===== config.mk =====
export PLATFORM = sky130hd
export DESIGN_NAME = hos_back
export DESIGN_NICKNAME = d
export VERILOG_FILES = /design/src/rtl/core/hos_pkg.sv /design/src/rtl/core/hos_back.sv
export SDC_FILE = /design/constraint.sdc
export NUM_CORES = 1
export LEC_CHECK = 0
export ABC_CLOCK_PERIOD_IN_PS = 6700
export BUFFER_PORTS_ARGS = -buffer_cell sky130_fd_sc_hd__buf_2
export CAP_MARGIN = 20
export CORE_MARGIN = 3
export CORE_UTILIZATION = 59
export DETAILED_ROUTE_END_ITERATION = 8
export GPL_TIMING_DRIVEN = 0
export PLACE_DENSITY = 0.79
export SETUP_SLACK_MARGIN = 0.1
export SLEW_MARGIN = 10
export SYNTH_ARGS = -nofsm -noshare
export SYNTH_HDL_FRONTEND = slang
export SYNTH_SLANG_ARGS = --single-unit

===== constraint.sdc =====
create_clock -name clk -period 6.7 [get_ports clk]
set_clock_uncertainty 0.2 [all_clocks]
set_input_delay 1.005 -clock clk [delete_from_list [all_inputs] [get_ports clk]]
set_output_delay 1.005 -clock clk [all_outputs]
set_load 0.05 [all_outputs]

===== src/rtl/core/hos_pkg.sv =====
// Package for the homography outlier scorer: widths, reset values and shared types.
// Used by the top level, hos_front and hos_back, and by the dv checker and testbench; depends on nothing.
`default_nettype none
package hos_pkg;
  localparam int COORD_BITS_DEF = 12;
  localparam int COUNT_BITS_DEF = 16;
  localparam int TOTAL_W = 16;
  localparam int RATIO_W = 17;
  localparam int THR_W = 20;
  localparam int CFG_IDX_W = 3;

  localparam logic [CFG_IDX_W-1:0] REG_PAIR_A = 3'd0;
  localparam logic [CFG_IDX_W-1:0] REG_PAIR_B = 3'd1;
  localparam logic [CFG_IDX_W-1:0] REG_PAIR_C = 3'd2;
  localparam logic [CFG_IDX_W-1:0] REG_PAIR_D = 3'd3;
  localparam logic [CFG_IDX_W-1:0] REG_LAST = 3'd4;
  localparam logic [CFG_IDX_W-1:0] REG_THR = 3'd5;

  localparam logic [63:0] PAIR_A_RST = 64'h0001_0000_0000_0000;
  localparam logic [63:0] PAIR_B_RST = 64'h0;
  localparam logic [63:0] PAIR_C_RST = 64'h0001_0000_0000_0000;
  localparam logic [63:0] PAIR_D_RST = 64'h0;
  localparam logic [31:0] LAST_RST = 32'h4000_0000;
  localparam logic [THR_W-1:0] THR_RST = 20'd9;

  typedef enum logic [1:0] {
    BK_IDLE,
    BK_DIV,
    BK_OUT
  } bk_state_t;
endpackage
`default_nettype wire


===== src/rtl/core/hos_back.sv =====
// Back part: counts outliers and pairs, forms the final ratio, holds the result beat.
// Uses hos_pkg for the state type and widths.
`default_nettype none
module hos_back #(
  parameter int COUNT_BITS = hos_pkg::COUNT_BITS_DEF
) (
  input  wire logic       clk,
  input  wire logic       rst_n,
  input  wire logic       q_valid,
  input  wire logic [1:0] q_data,
  output logic            q_pop,
  output logic            out_valid,
  input  wire logic       out_stall,
  output logic            out_is_outlier,
  output logic [hos_pkg::TOTAL_W-1:0] out_outlier_total,
  output logic [hos_pkg::TOTAL_W-1:0] out_pair_total,
  output logic [hos_pkg::RATIO_W-1:0] out_outlier_ratio,
  output logic            out_done_res
);
  localparam int NW = COUNT_BITS + 16;
  localparam int IW = $clog2(NW + 1);
  localparam logic [COUNT_BITS-1:0] CMAX = '1;

  hos_pkg::bk_state_t st_r, st_nxt;
  logic [COUNT_BITS-1:0] oc_r, pc_r, oc_v, pc_v;
  logic [NW-1:0] num_r;
  logic [COUNT_BITS:0] rem_r, rem_try;
  logic [COUNT_BITS-1:0] den_r;
  logic [IW-1:0] it_r;
  logic outl_r, last_r;

  always_comb begin
    pc_v = pc_r;
    oc_v = oc_r;
    if (pc_r != CMAX) begin
      pc_v = pc_r + 1'b1;
      if (q_data[0]) oc_v = oc_r + 1'b1;
    end
  end

  always_comb begin
    st_nxt = st_r;
    case (st_r)
      hos_pkg::BK_IDLE: if (q_valid) st_nxt = q_data[1] ? hos_pkg::BK_DIV : hos_pkg::BK_OUT;
      hos_pkg::BK_DIV:  if (it_r == IW'(NW - 1)) st_nxt = hos_pkg::BK_OUT;
      hos_pkg::BK_OUT:  if (!out_stall) st_nxt = hos_pkg::BK_IDLE;
      default:          st_nxt = hos_pkg::BK_IDLE;
    endcase
  end

  always_comb begin
    q_pop = (st_r == hos_pkg::BK_IDLE) && q_valid;
    out_valid = (st_r == hos_pkg::BK_OUT);
  end

  assign rem_try = {rem_r[COUNT_BITS-1:0], num_r[NW-1]};

  always_ff @(posedge clk) begin
    if (!rst_n) begin
      st_r <= hos_pkg::BK_IDLE;
      oc_r <= '0;
      pc_r <= '0;
    end else begin
      st_r <= st_nxt;
      if (q_pop) begin
        oc_r <= q_data[1] ? '0 : oc_v;
        pc_r <= q_data[1] ? '0 : pc_v;
      end
    end
    if (q_pop) begin
      outl_r <= q_data[0];
      last_r <= q_data[1];
      out_outlier_total <= hos_pkg::TOTAL_W'(oc_v);
      out_pair_total <= hos_pkg::TOTAL_W'(pc_v);
      num_r <= {oc_v, 16'd0};
      den_r <= pc_v;
      rem_r <= '0;
      it_r <= '0;
    end else if (st_r == hos_pkg::BK_DIV) begin
      it_r <= it_r + 1'b1;
      if (rem_try >= {1'b0, den_r}) begin
        rem_r <= rem_try - {1'b0, den_r};
        num_r <= {num_r[NW-2:0], 1'b1};
      end else begin
        rem_r <= rem_try;
        num_r <= {num_r[NW-2:0], 1'b0};
      end
    end
  end

  assign out_is_outlier = outl_r;
  assign out_done_res = last_r;
  assign out_outlier_ratio = last_r ? hos_pkg::RATIO_W'(num_r) : '0;

  a_out_hold: assert property (@(posedge clk) disable iff (!rst_n)
    out_valid && out_stall |=> out_valid) else $error("result beat dropped");
  a_sat: assert property (@(posedge clk) disable iff (!rst_n)
    oc_r <= pc_r) else $error("outlier count passed pair count");
  a_pop_idle: assert property (@(posedge clk) disable iff (!rst_n)
    q_pop |-> st_r == hos_pkg::BK_IDLE) else $error("pop outside idle");
endmodule
`default_nettype wire


After elaboration in Yosys (flattened, before gate mapping)

Cells that the tools add are included.

Order comparisons: 1
Multiply operators: 0
Multiplexer cells: 15
Shift-type cells: 0
Bitwise logic cells: 0
Equality and inequality tests: 7
Div/mod/pow operators: 0
$add $sub $neg: 4
Reductions and logical operators: 4

Operators with widths:

| cell                  | count |
|---|---|
| $mux 16               | 6 |
| $mux 32               | 2 |
| $add 16x1->16 const B | 2 |
| $ge 17x16->1          | 1 |
| $mux 17               | 1 |
| $ne 16x16->1 const B  | 1 |
| $sub 16x16->16        | 1 |
| $mux 2                | 4 |
| $add 6x1->6 const B   | 1 |
| $eq 6x5->1 const B    | 1 |
| $ne 2x2->1 const B    | 3 |
| $pmux 2 s3            | 1 |
| $reduce_and 3->1      | 1 |
| $eq 2x1->1 const B    | 1 |
| $eq 2x2->1 const B    | 1 |
| $logic_not 2->1       | 1 |
| $reduce_bool 2->1     | 1 |
| $logic_and 1x1->1     | 1 |
| $mux 1                | 1 |

Bits in read-only memories: 0
Word-level logic and storage cells: 42
Input port bits: 6
Memories kept: 0
RAM bits: 0
Flip-flop bits (word level): 122
Bits in latches: 0
Output and inout port bits: 53

Longest topological paths before layout

Word-level depth: 4
Gate-level depth with buffers: 11
Depth with buffers taken out: 10

Worst setup path before layout

OpenSTA, ideal clock, no wires.

Kind: input port to output port
Start point: in q_valid
End point: out q_pop
Data required time: 5.495 ns
Path slack: 2.686 ns
Stages on the path: 3
Data arrival time: 2.809 ns
Buffers on the path: 1
Cell sequence: nand2_1 -> inv_2 -> clkbuf_1

Word-level cells in the longest chain between the ends: 1

RTL lines:

| item               | line           | text |
|---|---|---|
| start: declaration | hos_back.sv:9  | `input wire logic q_valid,` |
| $logic_and 1x1->1  | hos_back.sv:52 | `q_pop = (st_r == hos_pkg::BK_IDLE) && q_valid;` |
| end: declaration   | hos_back.sv:11 | `output logic q_pop,` |

Every way passes these cells.

Worst setup path after layout

Ends and elaborated chain as after synthesis.

==> summary.txt <==
Run status
  – Run status: finished clean

Floorplanning
  – Core box area: between 0.01 and 0.015 mm2
  – I/O pin count: 59
  – Overall die area: approximately 0.012 mm2
  – Die span in y: around 110 um
  – Initial cell density of the core: slightly above 60%
  – Die width: around 110 um
  – Number of placement rows: 36

Global routing
  – Global routing usage on met1: around two fifths
  – Number of global-route vias before repair: about 5100
  – Total GRT Usage: between 20% and 30%
  – Gr busiest metal: met2
  – Total overflow reported by the global router: 0
  – Pin count of the biggest net entering global routing: 27
  – Fraction of met2 tracks used by global routing: between 40% and 50%
  – Antenna violations before repair: 0
  – Global-route wire length before repair: 25600 um
  – Met3 track demand over resource: ~6.3%

STA
  – Final setup violation count: 0
  – Setup repair after global routing missed its margin: no
  – Worst hold slack: ~270 ps
  – Final count of hold timing violations: 0
  – Final Max Tran Viols: 0
  – Sum of negative setup slack: 0 ps
  – Highest attainable clock frequency: 253 MHz
  – Transition time at the pin with the least slew margin: 696 ps
  – Period utilisation layout: 59.1%
  – Period minus WS final: 3960 ps
  – Worst slew slack as a fraction of its limit: between 50% and 60%

CTS
  – CTS clock-pin slew for the worst setup and hold paths: ~70 ps
  – Root cell of the clock tree: sky130_fd_sc_hd__clkbuf_8
  – Later-pin clock latency in the skew report: approximately 520 ps
  – Post-CTS repair timing setup buffer count: 0
  – H-Tree Level Count: 4
  – Clock buffer depth: 2
  – PostCTS Resize Cnt: 0
  – Clock tree sinks: roughly 120
  – Post-cts hold buffer count: 0
  – CTS tree: built
  – Number of buffers inserted during clock tree synthesis: 17

Logic synthesis
  – Sequential area share after synthesis: 47.0%
  – Dominant synthesized flop cell: sky130_fd_sc_hd__dfxtp_1
  – Netlist Area Pre-Place: around 0.0063 mm2
  – Yosys top cell by area: sky130_fd_sc_hd__edfxtp_1
  – Synthesis-stage register bit count: roughly 120
  – Ys Warns: 0
  – Synth Instances: about 670
  – Number of enable-type register cells in the synthesized netlist: 50
  – Post-Syn Area per Cell: 9.39 um2
  – Portion of synthesized cell area occupied by the leading cell type: around a quarter
  – Post-synth ARST share: 0%
  – Number of distinct standard cells referenced by the synthesized netlist: 65
  – Most area-consuming cells after synthesis: sky130_fd_sc_hd__edfxtp_1 (24%), sky130_fd_sc_hd__dfxtp_1 (23%), sky130_fd_sc_hd__nand2_1 (5.5%)
  – Total nets after synthesis: just under 700

Critical path
  – Highest net fanout along the worst path: 26
  – Type of origin of the critical path: input port
  – Buf+Inv Stages, Crit Path: 5
  – Worst path top cell family by delay: buffers and inverters
  – Worst Setup Path Type: in2out
  – Max stage delay cell, worst path: sky130_fd_sc_hd__clkbuf_2
  – Crit end category: output port
  – Cell count of the worst reg-to-reg path: 10
  – Required time worst endpoint: roughly 5500 ps
  – Crit path DAT: between 2000 and 3000 ps
  – Ordered list of cells on the worst path: buf_2, nand2_1, inv_2, clkbuf_2, buf_16, buf_2
  – WP depth: 6
  – Cell type with the highest occurrence count on the critical path: sky130_fd_sc_hd__buf_2
  – Largest incremental delay on the critical path: approximately 540 ps

Flow run
  – Maximum capacitance violations: 0

Placed design
  – Number of port buffers: 58
  – RD Place Congestion: roughly 0.9
  – Placed wire-length estimate after detailed placement: roughly 11000 um

Layout
  – # fillers: 731
  – Diode count: 0
  – Utilization after layout: approximately 73%
  – Most common cell after layout, fill and taps aside: sky130_fd_sc_hd__nand2_1
  – Count of nets after finishing: 771
  – Most frequent cells in the layout: sky130_fd_sc_hd__nand2_1 (91), sky130_fd_sc_hd__dfxtp_1 (72), sky130_fd_sc_hd__buf_2 (60)
  – Area added between synthesis and finish: 17.6%
  – Proportion of layout cells with a drive suffix above 1: between 10 and 15%

Route
  – Via count normalized by instance count: just over 6
  – Remaining DRCs: 0
  – Number of violations reported at the end of detailed-routing iteration 0: 584
  – First-pass iteration count of the detailed router: 7
  – Detail Route Antenna Nets: 0
  – Routed via count: around 5400
  – Wire length per cell after detailed routing: 17.7 um
  – Wire length after detailed routing: between 15000 and 20000 um

Power and ir drop
  – Maximum ir drop on the vdd rail: ~0.17 mV
  – Leakage: approximately 2.9 nW
  – Total power after layout: 2.05 mW
  – Cell area power density: approximately 280 mW/mm2

Hold path
  – Hold Path Cell Cnt: 2
  – Type of the most critical hold path: reg2reg
-- where the power goes --
group          switching (mW)  total (mW)  internal [mW]
clock                   0.360       0.957          0.597
combinational           0.184       0.253         0.0688
sequential             0.0258       0.842          0.816
-- stage by stage --
stage	instance area [um2]	instances	worst slack, ps
2_1_floorplan	6260	667	2690
3_3_place_gp	6720	858	1760
3_5_place_dp	6750	859	2790
4_1_cts	7370	891	2760
5_1_grt	7370	891	2640
6_report	7370	891	2740
-- cell usage after synthesis (all sizes together) (4+ instances only) --
cell type / instances
o21a: 6
ha: 19
buf: 8
o21ai: 59
a21o: 4
and2: 24
o2111ai: 4
and3: 10
xor2: 8
a21oi: 39
nand2: 91
inv: 29
xnor2: 33
nand3: 16
clkbuf: 24
nor3: 9
a31oi: 12
mux2i: 11
a32oi: 5
dfxtp: 72
o31ai: 9
nand2b: 4
edfxtp: 50
a22o: 20
nand4: 11
or3: 9
nor2b: 8
nor2: 39
-- state kept, by name, indices dropped and copies added (netlist names) --
register,count
out_outlier_total,16
it_r,6
st_r,2
den_r,16
num_r,32
pc_r,16
oc_r,16
rem_r,16
out_is_outlier,1
out_done_res,1
-- logic make-up after synthesis --
family / after synthesis / share of synthesized area, %
AO/OA/AOI/OAI: 180 / 18.7
buffers and inverters: 61 / 4.00
XOR/XNOR: 41 / 5.73
AND/OR/NAND/NOR: 232 / 18.7
multiplexers: 11 / 1.76
flip-flops: 122 / 47.0
adder cells (fa/ha/maj): 20 / 4.12
-- worst reg2reg max path: stages (launching register included) --
cell,delay [ps]
sky130_fd_sc_hd__edfxtp_1,360
sky130_fd_sc_hd__inv_1,50
sky130_fd_sc_hd__ha_1,370
sky130_fd_sc_hd__a21oi_1,230
sky130_fd_sc_hd__nand2_1,100
sky130_fd_sc_hd__o211a_1,250
sky130_fd_sc_hd__or4_4,500
sky130_fd_sc_hd__a21oi_4,310
sky130_fd_sc_hd__buf_6,230
sky130_fd_sc_hd__mux2i_1,230
sky130_fd_sc_hd__o21ai_1,80
-- layer usage --
metal / vias up / wire length (um)
li1: 2573 / -
met1: 2576 / 6760
met2: 270 / 7420
met3: 28 / 1330
met4: 0 / 289
met5: - / 0
-- layout make-up --
class,instances,area (um2),area share [%]
inverter,29,109,1.48
sequential,122,2940,39.9
clock inverter,14,180,2.45
tap,133,166,2.26
buffer,32,143,1.94
multi-input combinational,484,3070,41.7
timing repair buffer,59,318,4.31
clock buffer,18,439,5.96
-- final timing paths --
kind / start / endpoint / slack, ps
worst min register to register: rem_r[6] / rem_r[6] / 270
worst max register to register: den_r[4] / rem_r[5] / 3660
worst max-delay path: q_valid / q_pop / 2740
worst min-delay path: rem_r[6] / rem_r[6] / 270
Power figures use the tool's default switching activity.
