$ cat config.mk
export PLATFORM = sky130hd
export DESIGN_NAME = hos_queue
export DESIGN_NICKNAME = d
export VERILOG_FILES = /design/src/rtl/core/hos_queue.sv
export SDC_FILE = /design/constraint.sdc
export NUM_CORES = 1
export LEC_CHECK = 0
export ABC_CLOCK_PERIOD_IN_PS = 1100
export BUFFER_PORTS_ARGS = -buffer_cell sky130_fd_sc_hd__buf_4
export CAP_MARGIN = 20
export CORE_AREA = 2 2 39 41
export CTS_CLUSTER_DIAMETER = 100
export DETAILED_ROUTE_END_ITERATION = 10
export DIE_AREA = 0 0 41 43
export SYNTH_ARGS = -nofsm -noshare
export SYNTH_HDL_FRONTEND = slang
export SYNTH_SLANG_ARGS = --single-unit
$ cat constraint.sdc
create_clock -name clk -period 1.1 [get_ports clk]
set_input_delay 0.22 -clock clk [delete_from_list [all_inputs] [get_ports clk]]
set_output_delay 0.22 -clock clk [all_outputs]
set_load 0.01 [all_outputs]
$ cat src/rtl/core/hos_queue.sv
// Short queue between the front and back parts.
// Two entries of outlier and last flags; depends on nothing.
`default_nettype none
module hos_queue (
  input  wire logic       clk,
  input  wire logic       rst_n,
  input  wire logic       wr_en,
  input  wire logic [1:0] wr_data,
  input  wire logic       rd_en,
  output logic [1:0]      rd_data,
  output logic            not_empty,
  output logic [1:0]      fill
);
  logic [1:0] mem_r [2];
  logic wp_r, rp_r;
  logic [1:0] cnt_r;
  always_ff @(posedge clk) begin
    if (!rst_n) begin
      wp_r <= 1'b0;
      rp_r <= 1'b0;
      cnt_r <= '0;
    end else begin
      if (wr_en) wp_r <= ~wp_r;
      if (rd_en) rp_r <= ~rp_r;
      cnt_r <= cnt_r + 2'(wr_en) - 2'(rd_en);
    end
    if (wr_en) mem_r[wp_r] <= wr_data;
  end
  assign rd_data = mem_r[rp_r];
  assign not_empty = cnt_r != '0;
  assign fill = cnt_r;
endmodule
`default_nettype wire

# Word-level counts from Yosys, hierarchy flattened
# Memory sizes are Yosys's and may differ from the RTL's. A register that Yosys moved wholly into a read port is not among the register bits.
# Index checks and enable logic that the tools add are counted.
[classes]
addsub = 2
muxes = 4
bitwise = 2
n_reduce_logical = 1
[ops]
columns = ["operator", "count"]
rows = [
  ["$mux 1", 4],
  ["$add 2x1->2", 1],
  ["$not 1->1", 2],
  ["$reduce_bool 2->1", 1],
  ["$sub 2x1->2", 1],
]
[totals]
regBits = 4
ram_bits = 4
inputBits = 6
output_inout_bits = 5
wordCells = 13
memories = 1
[memory_table]
columns = ["name", "depth", "word_bits", "read_ports", "rd_ports_with_merged_regs", "write_ports", "line_no", "text"]
rows = [
  ["mem_r", 2, 2, 1, 1, 1, "14", "logic [1:0] mem_r [2];"],
]

# Logic depth before layout (Yosys ltp)
# Gate-level depths: netlist (run 1).
[depth]
ltp_word = 3
ltp_mapped = 6
ltp_nobuf = 6

# Least setup slack after synthesis (run 1)
# Ideal clock, no wire load.
[synth_path]
path_kind = "register -> register"
startpoint = "register cnt_r[0], in the netlist fill[0]"
endpoint = "register cnt_r[1], in the netlist fill[1]"
setup_ps = 114
arrival_ps = 1112
required_time_ps = 986
setup_slack_ps = -126
stages_incl_launch_ff = 7
n_path_buf = 0
cell_sequence = "dfxtp_1 -> inv_1 -> ha_1 -> inv_1 -> ha_1 -> xnor3_1 -> nor2b_2"
[synth_between]
elab_chain_len = 2
[synth_lines]
columns = ["item", "line_no", "text"]
rows = [
  ["start: declaration", "16", "logic [1:0] cnt_r;"],
  ["start signal: assignment", "25", "cnt_r <= cnt_r + 2'(wr_en) - 2'(rd_en);"],
  ["$add 2x1->2", "25", ""],
  ["$sub 2x1->2", "25", ""],
]
# Every way passes these cells.
# A chain may end at the register's enable or synchronous reset.

# Final worst setup path (run 1)
[layout_path]
startpoint = "register cnt_r[0], in the netlist fill[0]"
endpoint = "output not_empty"
[layout_between]
elab_chain_len = 1
[layout_lines]
columns = ["item", "line_no", "text"]
rows = [
  ["$reduce_bool 2->1", "30", "assign not_empty = cnt_r != '0;"],
  ["end: declaration", "11", "output logic not_empty,"],
]
# Every way passes these cells.

==> results of run 1 <==
-- critical path: stages (launching register included) --
cell,delay (ns)
dfxtp_2,0.33
buf_6,0.11
or2_4,0.22
buf_6,0.12
-- area by class of cell --
cell class	count	area (µm²)	area share
Multi-Input combinational cell	15	176	0.316
Clock buffer	4	26.3	0.0471
Inverter	2	7.51	0.0135
Sequential cell	9	223	0.399
Timing Repair Buffer	12	105	0.188
Tap cell	16	20.0	0.0359
-- metrics by stage --
stage	instance area (µm²)	TNS, ns
2_1_floorplan	368	-0.135
3_3_place_gp	478	-0.0975
3_5_place_dp	478	-0.196
4_1_cts	531	-0.692
5_1_grt	558	-0.691
6_report	558	-0.515
-- power by group --
group / total (mW) / internal, mW / switching [mW]
logic: 0.273 / 0.179 / 0.0941
registers: 0.413 / 0.387 / 0.0255
clock network: 0.254 / 0.140 / 0.115
total: 0.941 / 0.706 / 0.234
-- cell usage in the layout (no fill, tap or decap) --
cell / count
dfxtp_1: 3
or2_4: 1
ha_4: 2
inv_2: 2
and2_4: 1
nor2b_2: 1
nor2b_1: 2
xnor3_1: 1
dfxtp_2: 2
mux2_4: 2
clkbuf_4: 3
buf_6: 4
xor2_1: 1
edfxtp_1: 4
and2_1: 3
buf_4: 8
clkbuf_1: 1
o21a_1: 1
-- worst max path at each step --
stage                                     start                 end
after floorplan              fill[0]$_SDFF_PN0_  fill[1]$_SDFF_PN0_
after global placement                    rd_en  fill[1]$_SDFF_PN0_
after detailed placement                  rd_en  fill[1]$_SDFF_PN0_
after CTS                 mem_r[1][0]$_DFFE_PP_          rd_data[0]
after global routing         fill[0]$_SDFF_PN0_           not_empty
final                        fill[0]$_SDFF_PN0_           not_empty
-- routing by layer --
metal | global-route usage | up-vias
met2 | 0.172 | 14
li1 | - | 118
met3 | 0.0366 | 2
met1 | 0.100 | 110
met5 | 0 | -
met4 | 0.0800 | 0
-- kinds of logic after synthesis --
family | synth area share
simple gates | 0.143
buf+inv | 0.0205
xor+xnor | 0.0853
fa+ha+maj | 0.0682
flops | 0.601
mux | 0.0614
compound gates | 0.0205
-- what timing repair did --
action | 4_1_cts | 5_1_grt
pin swaps | 1 | 1
setup endpoints to repair | 5 | 5
gates resized for setup | 8 | 6
buffers inserted | 0 | 0
==> metrics.csv, run 1 <==
stage,metric,value,unit
sta,fin_crit,1.25,ns
die,start_util,0.265,
routing,drt_iter0_drc,6,
global_routing,grt_max_degree,6,
sta,rsz0062_at_grt,true,
layout,diodes,0,
routing,route.vias.total,244,
worst_setup_path,worstSetupPathType,reg -> out,
worst_setup_path,cp.required,0.88,ns
worst_setup_path,worst-r2r-setup-slack,-0.07,ns
place,dp_hpwl,549,µm
logic_synthesis,synth_cells,26,
routing,via_per_inst,4.21,
worst_setup_path,worstReg2RegStart,fill[0]$_SDFF_PN0_,
layout,final_cells,58,
sta,worst_pin_slew,0.228,ns
logic_synthesis,ys_seq_elements,9,
sta,max_freq,800,MHz
clock_network,clock_sinks,9,
place,portBuffers,10,
sta,drv_slew,0,
clock_network,cts_buffers,3,
die,die_x,41,µm
logic_synthesis,synth_edf_count,4,
logic_synthesis,ys_types,12,
sta,slew_headroom,0.847,
clock_network,ctsLongestPathBuffers,2,
logic_synthesis,ys_warn_count,0,
power_and_ir_drop,ir_worst_vdd,0.000720,V
hold_path,worstHoldStart,wr_data[1],
routing,wl_per_cell,12.2,µm
sta,period_share,1.14,
die,rows,14,
global_routing,first_global_vias,296,
die,core_area,1380,µm²
worst_setup_path,crit_arrival,1.03,ns
routing,ant_nets,0,
global_routing,grt.overflow.total,0,
global_routing,grt_use_total,0.106,
layout,fill_cells,129,
outcome,status,"finished, violations left",
power_and_ir_drop,power.leakage,0.240,nW
sta,hold_viol,0,
sta,skew,0.00654,ns
power_and_ir_drop,power_density,1690,nW/µm²
hold_path,hold_class,in -> reg,
sta,fin_ws,-0.150,ns
sta,hold_slack,0.145,ns
job,maxCapViolations,0,
global_routing,grt_pass1_wl,1.15,mm
layout,drive_above_1_share,0.619,
logic_synthesis,seq_area_frac_synth,0.601,
routing,wl_met2,379,µm
hold_path,hold_path_depth,1,
worst_setup_path,r2r-end,fill[1]$_SDFF_PN0_,
clock_network,cts_hold_buf,0,
routing,drc,0,
worst_setup_path,reg2reg_depth,6,
routing,highest-signal-layer,met4,
die,io_pins,11,
logic_synthesis,netlist.area_leader.share,0.328,
sta,report.final.setup_viol,4,
logic_synthesis,async_flop_share,0,
clock_network,htree_levels,1,
die,dieArea,1760,µm²
logic_synthesis,ys.flop_type,dfxtp_1,
logic_synthesis,ys_top_cells_by_count,"dfxtp_1, and2_1, edfxtp_1",
layout,final_core_util,0.403,
hold_path,hold-path-endpoint,mem_r[1][1]$_DFFE_PP_,
die,fp.dieH,43,µm
place,routabilityCongestion,0.656,
power_and_ir_drop,finalPower,0.941,mW
layout,syn2layout_area_growth,52.2,%
logic_synthesis,syn_area,367,µm²
layout,nNetsFinal,51,
routing,routed_wl,705,µm
outcome,violations,setup timing,
worst_setup_path,cp-start-kind,register,
clock_network,clk_pin_slew,0.06,ns
clock_network,cts_tree,built,
logic_synthesis,synth_nets,34,
clock_network,root_buffer,clkbuf_4,
routing,met1_length,246,µm
worst_setup_path,critPathCaptureType,primary output,
logic_synthesis,yosys.area.top_type,edfxtp_1,
routing,first_pass_iters,3,
worst_setup_path,path_max_fanout,2,
clock_network,clk_latency,0.26,ns
routing,wl_met3,66,µm
place,detailedPlace.worstSlack,-0.138,ns
logic_synthesis,synth_area_per_cell,14.1,µm²
logic_synthesis,ys_top_cells_by_area,"edfxtp_1, dfxtp_1, and2_1, ha_1, mux2_2",
global_routing,antenna_found_initial,0,
logic_synthesis,yosysMostFrequentCell,dfxtp_1,
place,dp_cells,54,
Power figures use the tool's default switching activity.
==> run 2: changes to the inputs <==
Settings changed: ABC_AREA from default to 1, CTS_BUF_LIST from default to sky130_fd_sc_hd__clkbuf_8.
==> run 2 against run 1 <==
  * The flow still finishes with violations (setup timing)
  * First-iteration DRC count is 67% lower
  * Routed wire length is 9.5% lower
  * Sequential share of layout area down 1.5 points
  * Worst setup slack better by 0.041 ns
  * Power rose by 4.2%
  * Global-route usage is 0.85 points lower
  * Utilization increased by 1.5 points
  * Largest cell class unchanged
  * Highest routed layer unchanged
==> metrics.csv, run 2 <==
stage,metric,value,unit
logic_synthesis,synth-compound-area-share,0.0137,
routing,drc,0,
clock_network,htree_levels,1,
layout,syn2layout_area_growth,59.1,%
logic_synthesis,ys.flop_type,dfxtp_1,
sta,slew_headroom,0.879,
layout,nNetsFinal,63,
logic_synthesis,muxShareOfSynthArea,0.0619,
global_routing,grt-busiest-layer,met2,
outcome,violations,setup timing,
logic_synthesis,seq_area_frac_synth,0.605,
logic_synthesis,synthSimpleGateAreaFrac,0.179,
worst_setup_path,path_max_fanout,2,
hold_path,hold-path-endpoint,mem_r[0][1]$_DFFE_PP_,
power_and_ir_drop,p_int,0.742,mW
place,dp_cells,65,
worst_setup_path,worstSetupPathType,reg -> out,
worst_setup_path,r2r-end,fill[1]$_SDFF_PN0_,
routing,first_pass_iters,2,
layout,final_common_cell,buf_4,
job,maxCapViolations,0,
hold_path,hold_path_depth,1,
power_and_ir_drop,p_sw,0.238,mW
die,die_x,41,µm
layout,layout_common_cells,"buf_4, nand2_1, nor2_1",
place,routabilityCongestion,0.699,
layout,design_area,579,µm²
logic_synthesis,yosysMostFrequentCell,nand2_1,
logic_synthesis,ys_types,9,
routing,via_per_inst,4.11,
global_routing,grt_use_met1,0.0822,
logic_synthesis,synth_fa_ha_area_frac,0.0687,
clock_network,clock_sinks,9,
worst_setup_path,crit_arrival,0.99,ns
global_routing,grt_pass1_wl,1.06,mm
worst_setup_path,cp.required,0.88,ns
place,portBuffers,10,
logic_synthesis,synth_nets,46,
sta,fin_ws,-0.109,ns
worst_setup_path,worstReg2RegStart,fill[0]$_SDFF_PN0_,
layout,final_cells,70,
global_routing,grt.overflow.total,0,
logic_synthesis,synth_cells,38,
power_and_ir_drop,power.leakage,0.278,nW
place,dp_hpwl,498,µm
power_and_ir_drop,power_density,1690,nW/µm²
worst_setup_path,cp-start-kind,register,
power_and_ir_drop,swShare,0.243,
power_and_ir_drop,ir_worst_vdd,0.000544,V
power_and_ir_drop,p_seq_frac,0.408,
sta,hold_slack,0.178,ns
worst_setup_path,critPathBufInv,1,
outcome,status,"finished, violations left",
clock_network,root_buffer,clkbuf_8,
logic_synthesis,syn_area,364,µm²
sta,period_share,1.10,
logic_synthesis,synth_edf_count,4,
place,detailedPlace.worstSlack,-0.106,ns
hold_path,worstHoldStart,wr_data[1],
clock_network,ctsLongestPathBuffers,2,
logic_synthesis,netlist.area_leader.share,0.330,
hold_path,hold_class,in -> reg,
layout,drive_above_1_share,0.519,
worst_setup_path,critPathSlowestCell,dfxtp_2,
die,core_area,1380,µm²
global_routing,grt.met2_usage,0.138,
place,dpl_cell_area,495,µm²
logic_synthesis,yosys.area_share.xor_xnor,0,
worst_setup_path,critPathCaptureType,primary output,
global_routing,first_global_vias,300,
logic_synthesis,synth_top_family_by_area,simple AND/OR/NAND/NOR gates,
logic_synthesis,async_flop_share,0,
logic_synthesis,ys_top_cells_by_area,"edfxtp_1, dfxtp_1, nand2_1, inv_1, nor2_1",
sta,max_freq,827,MHz
clock_network,clk_pin_slew,0.04,ns
logic_synthesis,yosys.area.top_type,edfxtp_1,
sta,skew,0.000228,ns
worst_setup_path,reg2reg_depth,8,
clock_network,cts_tree,built,
power_and_ir_drop,clockPowerShare,0.374,
global_routing,antenna_found_initial,0,
die,fp.dieH,43,µm
die,dieArea,1760,µm²
sta,rsz0062_at_grt,true,
layout,diodes,0,
sta,hold_viol,0,
sta,report.final.setup_viol,3,
worst_setup_path,worst-r2r-setup-slack,-0.08,ns
routing,routed_wl,638,µm
layout,final_core_util,0.419,
global_routing,grt_max_degree,6,
routing,drt_iter0_drc,2,
worst_setup_path,crit_chain,"mux2_4, buf_6",
sta,drv_slew,0,
routing,route.vias.total,288,
sta,worst_pin_slew,0.181,ns
logic_synthesis,ys_seq_elements,9,
power_and_ir_drop,p_comb_frac,0.218,
logic_synthesis,synth_area_per_cell,9.58,µm²
global_routing,grt_use_total,0.0971,
global_routing,grt_util_met3,0.0524,
routing,ant_nets,0,
die,start_util,0.263,
clock_network,clk_latency,0.23,ns
worst_setup_path,cp_slowest_stage_delay,0.34,ns
clock_network,cts_buffers,3,
power_and_ir_drop,finalPower,0.980,mW
logic_synthesis,ys_top_cells_by_count,"nand2_1, inv_1, nor2_1, dfxtp_1, edfxtp_1",
worst_setup_path,crit_family,flip-flops,
sta,finalSetupTns,-0.294,ns
sta,fin_crit,1.21,ns
routing,wl_per_cell,9.11,µm
die,rows,14,
die,io_pins,11,
logic_synthesis,ys_warn_count,0,
## run 2: logic make-up (layout without fill, tap and decap cells)
logic type	count (synthesis)	count (layout)
fa+ha+maj	2	2
buf+inv	7	23
mux	2	2
flops	9	9
compound gates	1	1
simple gates	17	17
## run 2: worst max-delay path by stage
| stage | start | to | slack [ns] | depth (start not counted) |
|---|---|---|---|---|
| floorplan | fill[0]$_SDFF_PN0_ | fill[1]$_SDFF_PN0_ | -0.07 | 8 |
| global placement | fill[0]$_SDFF_PN0_ | fill[1]$_SDFF_PN0_ | -0.07 | 8 |
| detailed placement | fill[0]$_SDFF_PN0_ | fill[1]$_SDFF_PN0_ | -0.11 | 8 |
| CTS | register | rd_data[1] | -0.12 | 2 |
| global route | fill[0]$_SDFF_PN0_ | fill[1]$_SDFF_PN0_ | -0.16 | 8 |
| finish | register | rd_data[1] | -0.11 | 2 |
## run 2: routing by layer
metal,share of wire,vias to the layer above
met4,0.019,0
li1,-,149
met1,0.37,129
met5,0,-
met2,0.55,8
met3,0.055,2
## run 2: repair_timing
item | in CTS | in global routing
endpoints found under the setup margin | 3 | 5
hold buffers | 0 | 0
setup buffers | 0 | 1
cloned | 0 | 0
gates resized for setup | 7 | 2
pin swaps | 3 | 1
hold endpoints to repair | 0 | 0
## run 2: layout make-up
cell class / instances / area, µm²
fill: 137 / 805
sequential: 9 / 223
multi-input combinational: 22 / 164
timing repair buffer: 12 / 101
clock buffer: 3 / 41.3
inverter: 7 / 26.3
tap: 16 / 20.0
clock inverter: 1 / 3.75
## run 2: worst register-to-register path, cell delays in order (launching register included)
cell	delay [ns]
dfxtp_2	0.32
inv_2	0.05
ha_4	0.25
inv_2	0.03
ha_4	0.15
inv_2	0.04
nand2_2	0.05
a21oi_2	0.12
nor2_1	0.05
## run 2: power by group through the flow
stage / sequential (mW) / combinational (mW) / clock (mW)
after floorplan: 0.406 / 0.0990 / 0
after global placement: 0.402 / 0.176 / 0
after detailed placement: 0.403 / 0.179 / 0
after CTS: 0.400 / 0.198 / 0.382
after global routing: 0.402 / 0.241 / 0.407
final: 0.400 / 0.214 / 0.366
